**config.mk**
```make
export PLATFORM = sky130hd
export DESIGN_NAME = rgb555_blend_and_tint_unit_flat
export DESIGN_NICKNAME = d
export VERILOG_FILES = /design/src/rtl/rbt_pkg.sv /design/src/rtl/rbt_in_if.sv /design/src/rtl/rbt_out_if.sv /design/src/rtl/rbt_cfg_regs.sv /design/src/rtl/rgb555_blend_and_tint_unit.sv /design/src/flat_wrapper.sv
export SDC_FILE = /design/constraint.sdc
export NUM_CORES = 1
export LEC_CHECK = 0
export BUFFER_PORTS_ARGS = -buffer_cell sky130_fd_sc_hd__buf_2
export CAP_MARGIN = 15
export CORE_ASPECT_RATIO = 1.25
export CORE_MARGIN = 2
export CORE_UTILIZATION = 64
export CTS_CLUSTER_SIZE = 25
export DETAILED_ROUTE_END_ITERATION = 16
export GPL_ROUTABILITY_DRIVEN = 0
export HOLD_SLACK_MARGIN = 0.06
export PLACE_DENSITY = 0.82
export REMOVE_ABC_BUFFERS = 1
export SLEW_MARGIN = 20
export SYNTH_ARGS = -nofsm -noshare
export SYNTH_HDL_FRONTEND = slang
export SYNTH_SLANG_ARGS = --single-unit
```
**constraint.sdc**
```tcl
create_clock -name clk -period 8.9 [get_ports clk]
set_clock_uncertainty 0.05 [all_clocks]
set_input_delay 2.67 -clock clk [delete_from_list [all_inputs] [get_ports clk]]
set_output_delay 2.67 -clock clk [all_outputs]
set_load 0.005 [all_outputs]
```
**src/rtl/rbt_pkg.sv**
```systemverilog
`timescale 1ns / 1ps

package rbt_pkg;

  localparam int CH_W       = 5;
  localparam int NUM_CH     = 3;
  localparam int COLOR_W    = CH_W * NUM_CH;
  localparam int LEVEL_W    = 5;
  localparam int TONE_W     = 11;
  localparam int CFG_IDX_W  = 3;
  localparam int CFG_DATA_W = COLOR_W;

  localparam logic [CH_W-1:0]    CH_MAX     = 5'd31;
  localparam logic [LEVEL_W-1:0] FULL_LEVEL = 5'd16;
  localparam logic [7:0]         LUMA_R     = 8'd76;
  localparam logic [7:0]         LUMA_G     = 8'd151;
  localparam logic [7:0]         LUMA_B     = 8'd29;
  localparam logic [TONE_W-1:0]  TONE_UNITY = 11'd256;

  localparam logic OP_BLEND = 1'b0;
  localparam logic OP_TINT  = 1'b1;

  localparam logic [CFG_IDX_W-1:0] REG_BLEND_COLOR = 3'd0;
  localparam logic [CFG_IDX_W-1:0] REG_BLEND_LEVEL = 3'd1;
  localparam logic [CFG_IDX_W-1:0] REG_RED_TONE    = 3'd2;
  localparam logic [CFG_IDX_W-1:0] REG_GREEN_TONE  = 3'd3;
  localparam logic [CFG_IDX_W-1:0] REG_BLUE_TONE   = 3'd4;

  typedef struct packed {
    logic [COLOR_W-1:0] blend_color;
    logic [LEVEL_W-1:0] blend_level;
    logic [TONE_W-1:0]  red_tone;
    logic [TONE_W-1:0]  green_tone;
    logic [TONE_W-1:0]  blue_tone;
  } cfg_t;

endpackage

```
**src/rtl/rbt_in_if.sv**
```systemverilog
`timescale 1ns / 1ps

interface rbt_in_if;
  logic        valid;
  logic        ready;
  logic        op;
  logic [15:0] color_in;
  logic        last_in;

  modport source (output valid, output op, output color_in, output last_in, input ready);
  modport sink (input valid, input op, input color_in, input last_in, output ready);
endinterface

```
**src/rtl/rbt_out_if.sv**
```systemverilog
`timescale 1ns / 1ps

interface rbt_out_if;
  logic                         valid;
  logic                         ready;
  logic [rbt_pkg::COLOR_W-1:0] color_out;
  logic                         last_out;

  modport source (output valid, output color_out, output last_out, input ready);
  modport sink (input valid, input color_out, input last_out, output ready);
endinterface

```
**src/rtl/rbt_cfg_regs.sv**
```systemverilog
`timescale 1ns / 1ps

module rbt_cfg_regs (
  input  logic                            clk,
  input  logic                            rst_n,
  input  logic                            cfg_we,
  input  logic [rbt_pkg::CFG_IDX_W-1:0]  cfg_index,
  input  logic [rbt_pkg::CFG_DATA_W-1:0] cfg_wdata,
  output rbt_pkg::cfg_t                   cfg
);

  rbt_pkg::cfg_t cfg_r;
  rbt_pkg::cfg_t cfg_nxt;

  always_comb begin
    cfg_nxt = cfg_r;
    if (cfg_we) begin
      unique case (cfg_index)
        rbt_pkg::REG_BLEND_COLOR: cfg_nxt.blend_color = cfg_wdata;
        rbt_pkg::REG_BLEND_LEVEL: cfg_nxt.blend_level = cfg_wdata[rbt_pkg::LEVEL_W-1:0];
        rbt_pkg::REG_RED_TONE:    cfg_nxt.red_tone    = cfg_wdata[rbt_pkg::TONE_W-1:0];
        rbt_pkg::REG_GREEN_TONE:  cfg_nxt.green_tone  = cfg_wdata[rbt_pkg::TONE_W-1:0];
        rbt_pkg::REG_BLUE_TONE:   cfg_nxt.blue_tone   = cfg_wdata[rbt_pkg::TONE_W-1:0];
        default:                  cfg_nxt = cfg_r;
      endcase
    end
  end

  always_ff @(posedge clk) begin
    if (!rst_n) begin
      cfg_r.blend_color <= '0;
      cfg_r.blend_level <= '0;
      cfg_r.red_tone    <= rbt_pkg::TONE_UNITY;
      cfg_r.green_tone  <= rbt_pkg::TONE_UNITY;
      cfg_r.blue_tone   <= rbt_pkg::TONE_UNITY;
    end else begin
      cfg_r <= cfg_nxt;
    end
  end

  assign cfg = cfg_r;

endmodule

```
**src/rtl/rgb555_blend_and_tint_unit.sv**
```systemverilog
`timescale 1ns / 1ps
// The datapath is a four-stage register pipeline from input accept to result valid.
// Throughput: one item per cycle; each stage holds while the stage after it is full and stalled.
// Reset (synchronous, active low) empties the pipeline and loads the register defaults:
// blend colour 0, blend level 0, all tones 256.

module rgb555_blend_and_tint_unit (
  input  logic                            clk,
  input  logic                            rst_n,
  rbt_in_if.sink                          in_ch,
  rbt_out_if.source                       out_ch,
  input  logic                            cfg_we,
  input  logic [rbt_pkg::CFG_IDX_W-1:0]  cfg_index,
  input  logic [rbt_pkg::CFG_DATA_W-1:0] cfg_wdata
);

  localparam int CW = rbt_pkg::CH_W;
  localparam int NC = rbt_pkg::NUM_CH;

  rbt_pkg::cfg_t cfg;

  rbt_cfg_regs u_cfg (
    .clk       (clk),
    .rst_n     (rst_n),
    .cfg_we    (cfg_we),
    .cfg_index (cfg_index),
    .cfg_wdata (cfg_wdata),
    .cfg       (cfg)
  );

  // stage valids and per-stage ready
  logic v1_r, v2_r, v3_r, v4_r;
  logic rdy1, rdy2, rdy3, rdy4;

  assign rdy4 = !v4_r || out_ch.ready;
  assign rdy3 = !v3_r || rdy4;
  assign rdy2 = !v2_r || rdy3;
  assign rdy1 = !v1_r || rdy2;
  assign in_ch.ready = rdy1;

  always_ff @(posedge clk) begin
    if (!rst_n) begin
      v1_r <= 1'b0;
      v2_r <= 1'b0;
      v3_r <= 1'b0;
      v4_r <= 1'b0;
    end else begin
      if (rdy1) v1_r <= in_ch.valid;
      if (rdy2) v2_r <= v1_r;
      if (rdy3) v3_r <= v2_r;
      if (rdy4) v4_r <= v3_r;
    end
  end

  // stage 1: unpack, blend products, luma partial products
  logic [rbt_pkg::LEVEL_W-1:0] level_sat;
  logic [CW-1:0]               src      [NC];
  logic [CW-1:0]               tgt      [NC];
  logic signed [CW:0]          diff     [NC];
  logic signed [11:0]          bprod    [NC];
  logic [11:0]                 luma_r_p;
  logic [12:0]                 luma_g_p;
  logic [9:0]                  luma_b_p;

  always_comb begin
    level_sat = (cfg.blend_level > rbt_pkg::FULL_LEVEL) ? rbt_pkg::FULL_LEVEL
                                                          : cfg.blend_level;
    for (int i = 0; i < NC; i++) begin
      src[i]   = in_ch.color_in[i*CW +: CW];
      tgt[i]   = cfg.blend_color[i*CW +: CW];
      diff[i]  = $signed({1'b0, tgt[i]}) - $signed({1'b0, src[i]});
      bprod[i] = diff[i] * $signed({1'b0, level_sat});
    end
    luma_r_p = 12'({7'd0, src[0]} * {4'd0, rbt_pkg::LUMA_R});
    luma_g_p = 13'({8'd0, src[1]} * {5'd0, rbt_pkg::LUMA_G});
    luma_b_p = 10'({5'd0, src[2]} * {2'd0, rbt_pkg::LUMA_B});
  end

  logic               s1_op_r;
  logic               s1_last_r;
  logic [CW-1:0]      s1_ch_r    [NC];
  logic signed [9:0]  s1_bprod_r [NC];
  logic [11:0]        s1_lr_r;
  logic [12:0]        s1_lg_r;
  logic [9:0]         s1_lb_r;

  always_ff @(posedge clk) begin
    if (rdy1) begin
      s1_op_r   <= in_ch.op;
      s1_last_r <= in_ch.last_in;
      for (int i = 0; i < NC; i++) begin
        s1_ch_r[i]    <= src[i];
        s1_bprod_r[i] <= bprod[i][9:0];
      end
      s1_lr_r <= luma_r_p;
      s1_lg_r <= luma_g_p;
      s1_lb_r <= luma_b_p;
    end
  end

  // stage 2: finish blend, sum luma
  logic signed [9:0] bstep [NC];
  logic signed [6:0] bsum  [NC];
  logic [CW-1:0]     bres  [NC];
  logic [12:0]       luma_sum;

  always_comb begin
    for (int i = 0; i < NC; i++) begin
      bstep[i] = s1_bprod_r[i] >>> 4;
      bsum[i]  = $signed({2'b00, s1_ch_r[i]}) + $signed(bstep[i][6:0]);
      if (bsum[i] < 7'sd0) begin
        bres[i] = '0;
      end else if (bsum[i] > $signed({2'b00, rbt_pkg::CH_MAX})) begin
        bres[i] = rbt_pkg::CH_MAX;
      end else begin
        bres[i] = bsum[i][CW-1:0];
      end
    end
    luma_sum = {1'b0, s1_lr_r} + s1_lg_r + {3'd0, s1_lb_r};
  end

  logic          s2_op_r;
  logic          s2_last_r;
  logic [CW-1:0] s2_blend_r [NC];
  logic [CW-1:0] s2_luma_r;

  always_ff @(posedge clk) begin
    if (rdy2) begin
      s2_op_r   <= s1_op_r;
      s2_last_r <= s1_last_r;
      for (int i = 0; i < NC; i++) s2_blend_r[i] <= bres[i];
      s2_luma_r <= luma_sum[12:8];
    end
  end

  // stage 3: tone products
  logic [rbt_pkg::TONE_W-1:0] tone  [NC];
  logic [15:0]                tprod [NC];

  always_comb begin
    tone[0] = cfg.red_tone;
    tone[1] = cfg.green_tone;
    tone[2] = cfg.blue_tone;
    for (int i = 0; i < NC; i++) begin
      tprod[i] = {5'd0, tone[i]} * {11'd0, s2_luma_r};
    end
  end

  logic          s3_op_r;
  logic          s3_last_r;
  logic [CW-1:0] s3_blend_r [NC];
  logic [15:0]   s3_tprod_r [NC];

  always_ff @(posedge clk) begin
    if (rdy3) begin
      s3_op_r   <= s2_op_r;
      s3_last_r <= s2_last_r;
      for (int i = 0; i < NC; i++) begin
        s3_blend_r[i] <= s2_blend_r[i];
        s3_tprod_r[i] <= tprod[i];
      end
    end
  end

  // stage 4: saturate, select, output register
  logic [CW-1:0]               tres [NC];
  logic [rbt_pkg::COLOR_W-1:0] color_nxt;

  always_comb begin
    for (int i = 0; i < NC; i++) begin
      tres[i] = (|s3_tprod_r[i][15:13]) ? rbt_pkg::CH_MAX : s3_tprod_r[i][12:8];
      color_nxt[i*CW +: CW] = (s3_op_r == rbt_pkg::OP_TINT) ? tres[i] : s3_blend_r[i];
    end
  end

  logic [rbt_pkg::COLOR_W-1:0] color_r;
  logic                        last_r;

  always_ff @(posedge clk) begin
    if (rdy4) begin
      color_r <= color_nxt;
      last_r  <= s3_last_r;
    end
  end

  assign out_ch.valid     = v4_r;
  assign out_ch.color_out = color_r;
  assign out_ch.last_out  = last_r;

endmodule

```
**src/flat_wrapper.sv**
```systemverilog
// flat-port wrapper written by rule: the top's interface ports become plain ports
module rgb555_blend_and_tint_unit_flat 
  (clk, rst_n, cfg_we, cfg_index, cfg_wdata, in_ch_valid, in_ch_op, in_ch_color_in, in_ch_last_in, in_ch_ready, out_ch_valid, out_ch_color_out, out_ch_last_out, out_ch_ready);
  rbt_in_if in_ch_i ();
  rbt_out_if out_ch_i ();
  input  logic clk;
  input  logic rst_n;
  input  logic cfg_we;
  input  logic [rbt_pkg::CFG_IDX_W-1:0] cfg_index;
  input  logic [rbt_pkg::CFG_DATA_W-1:0] cfg_wdata;
  input wire logic [$bits(in_ch_i.valid)-1:0] in_ch_valid;
  input wire logic [$bits(in_ch_i.op)-1:0] in_ch_op;
  input wire logic [$bits(in_ch_i.color_in)-1:0] in_ch_color_in;
  input wire logic [$bits(in_ch_i.last_in)-1:0] in_ch_last_in;
  output wire logic [$bits(in_ch_i.ready)-1:0] in_ch_ready;
  output wire logic [$bits(out_ch_i.valid)-1:0] out_ch_valid;
  output wire logic [$bits(out_ch_i.color_out)-1:0] out_ch_color_out;
  output wire logic [$bits(out_ch_i.last_out)-1:0] out_ch_last_out;
  input wire logic [$bits(out_ch_i.ready)-1:0] out_ch_ready;
  assign in_ch_i.valid = in_ch_valid;
  assign in_ch_i.op = in_ch_op;
  assign in_ch_i.color_in = in_ch_color_in;
  assign in_ch_i.last_in = in_ch_last_in;
  assign in_ch_ready = in_ch_i.ready;
  assign out_ch_valid = out_ch_i.valid;
  assign out_ch_color_out = out_ch_i.color_out;
  assign out_ch_last_out = out_ch_i.last_out;
  assign out_ch_i.ready = out_ch_ready;
  rgb555_blend_and_tint_unit u_core (.clk(clk), .rst_n(rst_n), .in_ch(in_ch_i), .out_ch(out_ch_i), .cfg_we(cfg_we), .cfg_index(cfg_index), .cfg_wdata(cfg_wdata));
endmodule
```
### Word-level counts from Yosys, hierarchy flattened

Memory sizes are Yosys's and may differ from the RTL's.
Cells that the tools add are included.

* $add $sub $neg: 8
* multiply operators: 9
* $lt $le $gt $ge: 7
* equality and inequality tests: 4
* mux-type cells: 19
* reduce and logical (&&, ||, !) cells: 17

Operators by type and width (count)
* $mux 5: 13
* $mul 11x5->16: 3
* $mul 6x6->10: 3
* $add 6x6->7: 3
* $gt 7x6->1 const B: 3
* $lt 7x1->1 const B: 3
* $mul 5x5->10 const B: 2
* $sub 5x5->6: 3
* $add 12x13->13: 1
* $add 13x10->13: 1
* $mul 5x8->13 const B: 1
* $reduce_and 2->1: 5
* $reduce_or 3->1: 3
* $eq 3x2->1 const B: 2
* $mux 1: 6
* $gt 5x5->1 const B: 1
* $logic_not 1->1: 4
* $logic_or 1x1->1: 4
* $eq 3x1->1 const B: 1
* $eq 3x3->1 const B: 1
* $logic_not 3->1: 1

* register bits after elaboration: 117
* memory bits (writable): 123
* input port bits: 41
* output and inout port bits: 18
* word-level logic and storage cells: 90
* memories: 5

Memories
* u_core.s3_tprod_r: words 3, width 16, read ports 3, clocked after Yosys merged registers in 0, wr ports 3, RTL line rgb555_blend_and_tint_unit.sv:152 `logic [15:0] s3_tprod_r [NC];`
* u_core.s1_bprod_r: words 3, width 10, read ports 3, clocked after Yosys merged registers in 0, wr ports 3, RTL line rgb555_blend_and_tint_unit.sv:82 `logic signed [9:0] s1_bprod_r [NC];`
* u_core.s1_ch_r: words 3, width 5, read ports 3, clocked after Yosys merged registers in 0, wr ports 3, RTL line rgb555_blend_and_tint_unit.sv:81 `logic [CW-1:0] s1_ch_r [NC];`
* u_core.s2_blend_r: words 3, width 5, read ports 3, clocked after Yosys merged registers in 0, wr ports 3, RTL line rgb555_blend_and_tint_unit.sv:124 `logic [CW-1:0] s2_blend_r [NC];`
* u_core.s3_blend_r: words 3, width 5, read ports 3, clocked after Yosys merged registers in 0, wr ports 3, RTL line rgb555_blend_and_tint_unit.sv:151 `logic [CW-1:0] s3_blend_r [NC];`

### Logic depth before layout (Yosys ltp)

Gate-level depths: netlist of run 1.

* depth in word-level cells: 7
* depth in mapped cells: 22
* gate-level depth less buffers: 22

### Cells and area by module

From an unflattened synthesis of run 1, not the netlist that was laid out.

* cell total of the unflattened synthesis: 1580
* area total of the unflattened synthesis: 16803.6 um2

Modules (own cells, without submodules)
* rgb555_blend_and_tint_unit: times used 1, cells an instance 1387, area each 14814.2 um2, seq. area each 4374.2 um2
* rbt_cfg_regs: times used 1, cells an instance 193, area each 1989.4 um2, seq. area each 1061.0 um2

### Least setup slack after synthesis of run 1

Ideal clock, no wire load.

* kind: in2reg
* start point: in in_ch_color_in[10]
* end point: mem u_core.s1_bprod_r[2][9], in the netlist u_core.s1_bprod_r[0][29] (data pin)
* library setup time: 0.268 ns
* arrival: 6.917 ns
* data required time: 8.582 ns
* path slack: 1.665 ns
* stages: 21
* path buffers: 0
* cells stage by stage: ha_1 -> inv_1 -> fa_1 -> nand2_1 -> nand2_1 -> a21oi_1 -> xor2_1 -> nor2_1 -> fa_1 -> inv_1 -> fa_1 -> fa_1 -> inv_1 -> ha_1 -> nor2b_1 -> o21ai_0 -> a21boi_0 -> o21a_1 -> nor2_1 -> xnor2_1 -> xnor3_1

RTL lines
* from (decl): RTL line flat_wrapper.sv:13 `input wire logic [$bits(in_ch_i.color_in)-1:0] in_ch_color_in;`
* to (decl): RTL line rgb555_blend_and_tint_unit.sv:82

==> results of run 1 <==
==> area by class of cell <==
class | count | area, µm²
Clock buffer | 19 | 433
Clock inverter | 13 | 119
Fill cell | 1900 | 7920
Inverter | 222 | 833
Multi-Input combinational cell | 1181 | 10400
Sequential cell | 200 | 5440
Tap cell | 340 | 425
Timing Repair Buffer | 66 | 353
==> how the worst max path moves through the flow <==
| stage | endpoint | cells past startpoint | slack (ns) |
|---|---|---|---|
| detailed placement | u_core.s1_bprod_r[0][29] | 22 | 1.01 |
| floorplan | u_core.s1_bprod_r[0][29] | 21 | 1.66 |
| global placement | u_core.s1_bprod_r[0][29] | 22 | 1.10 |
| CTS | u_core.s1_bprod_r[0][29] | 22 | 1.47 |
| finish | u_core.s1_bprod_r[0][29] | 22 | 1.39 |
| global route | u_core.s1_bprod_r[0][29] | 22 | 1.05 |
==> critical path: cells and delay by family <==
kind                       cells  cell delay (ns)
and+or+nand+nor                5             0.85
buffers and inverters          4             0.40
adders and majority gates      5             2.06
AOI/OAI and AO/OA              6             1.16
xor gates and xnor gates       2             0.52
==> placed cells by master (no fill, tap or decap), types with 3 or more instances in the layout <==
cell,instances
a21boi_0,48
nand3_1,9
clkinv_1,3
a21o_1,14
dfxtp_1,57
and2_1,114
or4b_2,3
xor2_1,28
or2_2,9
nand3b_1,4
buf_2,57
nor2b_1,24
xnor2_1,75
nand4_1,5
inv_6,6
o21bai_1,11
a31oi_1,6
nor3_1,12
o21ai_0,25
buf_4,9
a21oi_1,64
fa_1,141
clkbuf_16,17
nor2_1,104
nand2b_1,6
mux2i_1,7
and3_1,5
nand2_1,176
inv_1,220
ha_1,219
o22a_1,15
edfxtp_1,143
o21a_1,28
==> state kept, by name, indices dropped and copies added (netlist names), 5 cells and up <==
| name | cells |
|---|---|
| u_core.s1_lb_r | 10 |
| u_core.s1_lr_r | 10 |
| u_core.out_ch.color_out | 15 |
| u_core.s2_blend_r | 15 |
| u_core.s3_blend_r | 15 |
| u_core.s2_luma_r | 5 |
| u_core.u_cfg.cfg | 53 |
| u_core.s1_bprod_r | 18 |
| u_core.s1_ch_r | 11 |
| u_core.s3_tprod_r | 24 |
| u_core.s1_lg_r | 13 |
==> routing by layer <==
layer | up-vias | GRT usage [%] | routed length (µm)
met5 | - | 0 | 0
met4 | 0 | 10.9 | 1230
met3 | 82 | 3.15 | 1140
met2 | 249 | 51.3 | 18900
met1 | 5672 | 31.0 | 13800
li1 | 5504 | - | -
==> per-stage QoR <==
stage / utilization, % / worst slack (ns) / hold WS, ns / std cells / area, µm²
after floorplan: - / 1.66 / 0.350 / 1603 / 16700
after global placement: 67.3 / 1.10 / 0.351 / 2009 / 17500
after detailed placement: 67.3 / 1.01 / 0.355 / 2009 / 17500
after CTS: 69.5 / 1.47 / 0.365 / 2041 / 18000
after global routing: 69.5 / 1.05 / 0.376 / 2041 / 18000
final: 69.5 / 1.39 / 0.367 / 2041 / 18000
==> cell usage after synthesis, types with 3 or more instances <==
library cell	number	area share, %
a21boi_0	48	2.1
a21o_1	14	0.62
a21oi_1	64	1.9
a31oi_1	6	0.22
and2_1	114	4.2
and3_1	5	0.19
clkbuf_1	36	0.80
dfxtp_1	57	6.8
edfxtp_1	143	26
fa_1	141	17
ha_1	219	16
inv_1	220	4.9
mux2i_1	7	0.42
nand2_1	177	3.9
nand2b_1	6	0.22
nand3_1	9	0.27
nand3b_1	4	0.18
nand4_1	5	0.19
nor2_1	104	2.3
nor2b_1	24	0.89
nor3_1	12	0.36
o21a_1	28	1.2
o21ai_0	25	0.74
o21bai_1	11	0.49
o22a_1	15	0.78
or2_2	9	0.33
or4b_2	3	0.18
xnor2_1	75	3.9
xor2_1	28	1.5
==> cell families (layout without fill, tap and decap cells) <==
kind of cell	after synthesis	count (layout)	synth area share, %
and+or+nand+nor	484	484	13.9
adders and majority gates	360	360	33.1
muxes	7	7	0.417
xor gates and xnor gates	104	104	5.50
buffers and inverters	260	320	5.81
AOI/OAI and AO/OA	226	226	9.04
DFF	200	200	32.3
==> where the power goes <==
group / switching [mW] / internal, mW
Combinational: 0.642 / 0.470
Sequential: 0.0883 / 1.25
Clock: 0.357 / 0.390
==> results by stage, run 1 <==
Logic synthesis:
- Summing every instance area after synthesis gives 0.0168 mm².
- In the synthesized netlist the dominant register cell turns out to be edfxtp_1.
- The count of different cell masters after synthesis is 55.
- The number of warning messages in the yosys log is 0.
- The number of storage elements in the synthesis netlist is 200.
- The number of enable flip-flop cells after synthesis is 143.
- The proportion of register bits with asynchronous set or reset after synthesis is 0%.
- After synthesis, flip-flops and latches occupy 32.3% of the total area.
- Synthesis produced a netlist whose cell count is 1641.
- The average size of a mapped cell is 10.3 µm².

CTS:
- The post-cts gate resize count is 0.
- The maximum root-to-sink buffer count is 2.
- The number of hold-repair buffers added at the cts stage is 0.
- The insertion delay of the later-clocked pin in the worst-skew pair is 0.45 ns.
- The root buffer cell is clkbuf_16.
- The TritonCTS clock tree is done.
- The level count of the clock H-tree is 4.
- The clock net sink count is 200.
- TritonCTS created 17 clock buffers.
- Post-CTS timing repair inserted 0 buffers for setup.
- After clock tree synthesis, the clock-pin slew on the worst setup and hold paths is 0.07 ns.

Job:
- The max-capacitance violation count is 0.

Floorplan:
- Measured along the y axis, the die boundary spans 185 µm.
- The floorplan step defined a die boundary enclosing 0.0276 mm².
- The initial standard-cell utilization of the core is 64.9%.
- The boundary pin count is 59.
- The floorplan has 66 rows.
- The die is 149 µm wide.
- The total area inside the core boundary comes to 0.0259 mm².

Worst setup path:
- In this run the worst setup path begins at in_ch_color_in[11].
- On the critical path, the stage with the largest delay is an instance of fa_1.
- The data arrival at the endpoint of the critical path is 7.64 ns.
- The setup path with the least slack is of type in -> reg.
- The critical path goes through buf_2, inv_1, ha_1, nor2b_1, o21ai_0, a21boi_0, o21ai_0, nand2b_1, nor2_1, fa_1, inv_1, fa_1, fa_1, inv_1, ha_1, nor2b_1, o21ai_0, a21boi_0, o21a_1, nor2_1, xnor2_1, xnor3_1.
- The worst setup path is launched from an input port.
- The critical register-to-register path startpoint is u_core.u_cfg.cfg[48].
- The kind of end point of the critical path is a register.
- For the worst flop-to-flop path, the logic depth is 22.
- The endpoint of the most critical register-to-register path is u_core.s1_bprod_r[0][29].
- Of all nets on the critical path, the largest fanout is 5.
- Setup slack on the worst reg-to-reg path comes out at 3.45 ns.
- The required arrival time at the worst endpoint is 9.04 ns.
- On the worst path, the slowest cell contributes a delay of 0.54 ns.

Global routing:
- The via count of the first global-routing pass is 12300.
- The aggregate global-route resource usage is 27.1%.
- The global-route congestion overflow total is 0.
- The number of antenna violations at the first check in global routing is 0.
- The pin count of the biggest net entering global routing is 65.
- The first global-routing pass estimated 58800 µm of wire.

Detailed routing:
- The total detailed-routing wirelength is 35100 µm.
- The routed via count divided by cell count is 5.64.
- The number of detailed-route iterations in the first pass is 5.
- The per-cell routed wire length is 17.2 µm.
- Across all layers, the routed design uses 11500 vias.
- The detail route stage leaves a number of antenna-violating nets equal to 0.
- The total DRC errors in the routed layout is 0.
- The violation count after the first detailed-route iteration is 713.

Place:
- Port buffering added 57 buffers.
- The total half-perimeter wirelength after legalization and detailed placement is 27000 µm.

Timing:
- Headroom to the max-slew limit came out at 31.8%.
- For this run, the top clock speed supported by timing is 133 MHz.
- The total count of max-transition violations in the final report is 0.
- The final hold violation count was 0.
- Setup violations remaining at the end of the flow were counted as 0.
- The slew at the pin closest to its max-slew limit is 1.02 ns.
- The aggregate negative setup slack is 0 ns.
- The final critical path time including I/O delays and setup is 7.51 ns.
- The fraction of the cycle the final worst path needs is 84.3%.
- Setup repair after global routing left no endpoint under its margin.

Layout:
- The number of nets in the final layout is 2089.
- The area overhead of the layout relative to synthesis is 7.07%.
- 0 antenna diodes ended up in the layout.
- The fraction of layout cells with a size suffix above 1 is 6.47%.

Power and ir drop:
- The power per cell area is 177 mW/mm².
- The total leakage power is 8.60 nW.
- Total power for the finished layout comes to 3.19 mW.
- The worst-case vdd ir drop is 136 µV.

Hold path:
- For hold timing, the worst endpoint is u_core.s2_op_r.
- In this run the most critical hold path is launched from u_core.s1_op_r.
- In this run the worst hold path is classified as reg -> reg.
- The worst hold path cell count is 0.

Run status:
- The run finished with clean final reports.
No activity file was read; power rests on OpenSTA's default activity.
==> inputs of run 2 (changes only) <==
--- a/config.mk
+++ b/config.mk
@@ -5,6 +5,7 @@
 export SDC_FILE = /design/constraint.sdc
 export NUM_CORES = 1
 export LEC_CHECK = 0
+export ABC_AREA = 1
 export BUFFER_PORTS_ARGS = -buffer_cell sky130_fd_sc_hd__buf_2
 export CAP_MARGIN = 15
 export CORE_ASPECT_RATIO = 1.25
==> constraint.sdc (replaced) <==
create_clock -name clk -period 7.7 [get_ports clk]
set_clock_uncertainty 0.05 [all_clocks]
set_input_delay 2.31 -clock clk [delete_from_list [all_inputs] [get_ports clk]]
set_output_delay 2.31 -clock clk [all_outputs]
set_load 0.005 [all_outputs]
==> results by stage, run 2 <==
Place:
- The placed instance area is 0.0189 mm² (+8.2%).
- The number of buffers added on ports is 57 (unchanged).
- The worst setup slack before clock tree synthesis is 0.807 ns (-0.199 ns).
- The total half-perimeter wirelength after legalization and detailed placement is 31500 µm (+17%).
- The number of cells after detailed placement came to 2585 (+29%).

Logic synthesis:
- The number of warning messages in the yosys log is 0 (unchanged).
- The synthesized design spends more area on one cell type than any other, namely edfxtp_1.
- By count the netlist is led by inv_1, nand2_1, ha_1.
- The proportion of register bits with asynchronous set or reset after synthesis came to 0% (unchanged).
- The average size of a mapped cell is 8.28 µm² (-19%).
- The number of enable flip-flop cells after synthesis is 143 (unchanged).
- After synthesis, the cell types taking the most area are edfxtp_1, fa_1, ha_1.
- The post-synth design cell area was 0.0182 mm² (+8.3%).
- The prevailing post-synth register cell is edfxtp_1.
- The sequential element share of the synthesized area is 29.8% (-2.5 points).
- The number of cells produced by synthesis is 2200 (+34%).
- The number of storage elements in the synthesis netlist came to 200 (unchanged).
- The most frequent cell after synthesis is inv_1.
- The top cell type's share of synthesized area is 23.6% (-2.0 points).
- The count of different cell masters after synthesis is 43 (-22%).

Floorplan:
- The width of the chip is 155 µm (+4.0%).
- The core region area was 0.0282 mm² (+8.9%).
- The initial standard-cell utilization of the core is 64.6% (-0.31 points).
- The floorplan row count came to 69 (+4.5%).
- The boundary pin count is 59 (unchanged).
- The overall die height came to 193 µm (+4.0%).
- The full die area was 0.0299 mm² (+8.1%).

CTS:
- The buffers inserted during post-CTS setup optimization was 0 (unchanged).
- The insertion delay of the later-clocked pin in the worst-skew pair is 0.45 ns (about the same).
- The maximum root-to-sink buffer count came to 2 (unchanged).
- The root buffer cell is clkbuf_16.
- The level count of the clock H-tree is 4 (unchanged).
- The clock input transition at the sequential cells of the worst setup and hold paths is 0.08 ns (about the same).
- The TritonCTS buffer count is 17 (unchanged).
- The TritonCTS clock tree is done.
- The number of hold-repair buffers added at the cts stage is 0 (unchanged).
- The clock net sink count is 200 (unchanged).
- The post-cts gate resize count is 0 (unchanged).

Detailed routing:
- The routed via count divided by cell count is 5.60 (-0.60%).
- The number of routed nets with antenna violations is 0 (unchanged).
- The violation count after the first detailed-route iteration is 1126 (+58%).
- The per-cell routed wire length came to 15.6 µm (-9.4%).
- The via count is 14700 (+28%).
- The total DRC errors in the routed layout was 0 (unchanged).
- The total detailed-routing wirelength is 40800 µm (+16%).
- The number of detailed-route iterations in the first pass came to 6 (+1).

Worst setup path:
- The kind of end point of the critical path is a register.
- The critical path launch point type is an input port.
- The required arrival time at the worst endpoint is 7.86 ns (-1.18 ns).
- The critical setup path kind is in -> reg.
- The data arrival at the endpoint of the critical path is 6.65 ns (-0.99 ns).
- The biggest fanout along the worst timing path came to 6 (+1).

Timing:
- The fraction of the cycle the final worst path needs is 84.3%.
- The number of setup violations in the final report is 0 (unchanged).
- The final hold violation count is 0 (unchanged).
- The worst setup margin is 1.21 ns (-0.186 ns).
- The final critical path time including I/O delays and setup is 6.49 ns.
- The tightest slew margin relative to the limit was 32.6% (+0.81 points).
- The aggregate negative setup slack came to 0 ns (unchanged).
- The total count of max-transition violations in the final report is 0 (unchanged).
- The worst hold slack is 0.371 ns (+0.00383 ns).
- The maximum clock frequency is 154 MHz.
- The slew at the pin closest to its max-slew limit is 1.01 ns (-0.0116 ns).
- Setup repair after global routing left no endpoint under its margin.

Job:
- The max-capacitance violation count is 0 (unchanged).

Global routing:
- The via count of the first global-routing pass is 14800 (+20%).
- The number of antenna violations at the first check in global routing was 0 (unchanged).
- The global-route congestion overflow total was 0 (unchanged).
- The wire length of the first global-routing pass is 68500 µm (+17%).
- The aggregate global-route resource usage is 28.8% (+1.7 points).
- The pin count of the biggest net entering global routing was 66 (+1.5%).

Layout:
- The fraction of layout cells with a size suffix above 1 is 5.52% (-0.94 points).
- The library cells used most frequently in the layout, excluding fill and tap cells, are inv_1, nand2_1, ha_1, nor2_1, edfxtp_1.
- The post-layout instance count excluding filler cells came to 2623 (+29%).
- The number of flip-flops under the largest register name is 53 (unchanged).
- The final non-filler cell area is 0.0196 mm² (+8.6%).
- The most common library cell in the layout ignoring fill and taps is inv_1.
- The final cell utilization of the core is 69.3% (-0.17 points).
- The number of nets in the final layout came to 2651 (+27%).
- The layout filler cell count is 2089 (+9.9%).
- Compared with the post-synthesis result, the final layout area differs by 7.33%.

Power and ir drop:
- The total leakage power is 11.0 nW (+28%).
- The worst-case vdd ir drop came to 194 µV (+43%).
- The total design power is 4.40 mW (+38%).
- The power per cell area is 225 mW/mm² (+27%).

Hold path:
- The path class of the tightest hold or removal check is reg -> reg.

Run status:
- The run finished with clean final reports.
## run 2: cell count changes in the layout (fill, tap and decap cells not counted), sizes merged, moves of 15 or more
cell / delta
nand2: +290
inv: +250
and2: -114
nor2: +108
o21ai: +78
nand3: +63
xnor2: -51
a21boi: -48
a21oi: +28
o21a: -27
nand4: +26
nor2b: -23
xor2: +20
o22a: -15
## run 2: worst paths after layout
kind	depth (start not counted)	slack, ns	to	from
worst min-delay path	0	0.37	u_core.s3_blend_r[0][3]	u_core.s2_blend_r[0][3]
worst max-delay path	26	1.21	u_core.s1_bprod_r[0][19]	in_ch_color_in[5]
worst min register to register	0	0.37	u_core.s3_blend_r[0][3]	u_core.s2_blend_r[0][3]
worst max register to register	26	2.83	u_core.s1_bprod_r[0][29]	u_core.u_cfg.cfg[48]
## run 2: logic make-up after synthesis
group	synth area share [%]
xor+xnor	3.46
compound gates	7.33
simple gates	18.3
flops	29.8
fa+ha+maj	30.5
buf+inv	10.6
## run 2: critical path, stage by stage
cell and delay (ns):
buf_2 0.22, ha_1 0.19, inv_1 0.07, fa_1 0.41
nand3_1 0.10, nand2_1 0.07, xnor2_1 0.36, nor2_1 0.11
fa_1 0.47, fa_1 0.49, inv_1 0.06, fa_1 0.54
inv_1 0.04, ha_1 0.37, nand2_1 0.09, nand2_1 0.06
nand2_1 0.09, nand2_1 0.07, nor2_1 0.11, nand2_1 0.08
nand2_1 0.07, nand2_1 0.05, nand2_1 0.07, nand2_1 0.06
inv_1 0.05, nor2_1 0.04
## run 2: metal layers
| layer | vias to the layer above | routed length, µm | track usage, % | part of all wire (%) |
|---|---|---|---|---|
| met5 | - | 0 | 0 | 0 |
| met4 | 0 | 2110 | 15.3 | 5.2 |
| met3 | 127 | 2180 | 3.21 | 5.3 |
| met2 | 503 | 20400 | 51.7 | 50 |
| met1 | 7013 | 16100 | 34.0 | 39 |
| li1 | 7056 | - | - | - |
## run 2: area by class of cell
class	count	area (µm²)	share of cell area (%)
Clock buffer	17	425	2.17
Sequential cell	200	5440	27.8
Clock inverter	15	195	0.998
Antenna cell	5	12.5	0.0640
Timing Repair Buffer	70	410	2.10
Tap cell	355	444	2.27
Multi-Input combinational cell	1490	10900	55.6
Inverter	471	1770	9.04
## run 2: report_power, final
part	switching (mW)	leakage (nW)	internal, mW
combinational	1.16	8.65	0.683
clock	0.462	0.300	0.473
sequential	0.130	2.02	1.50
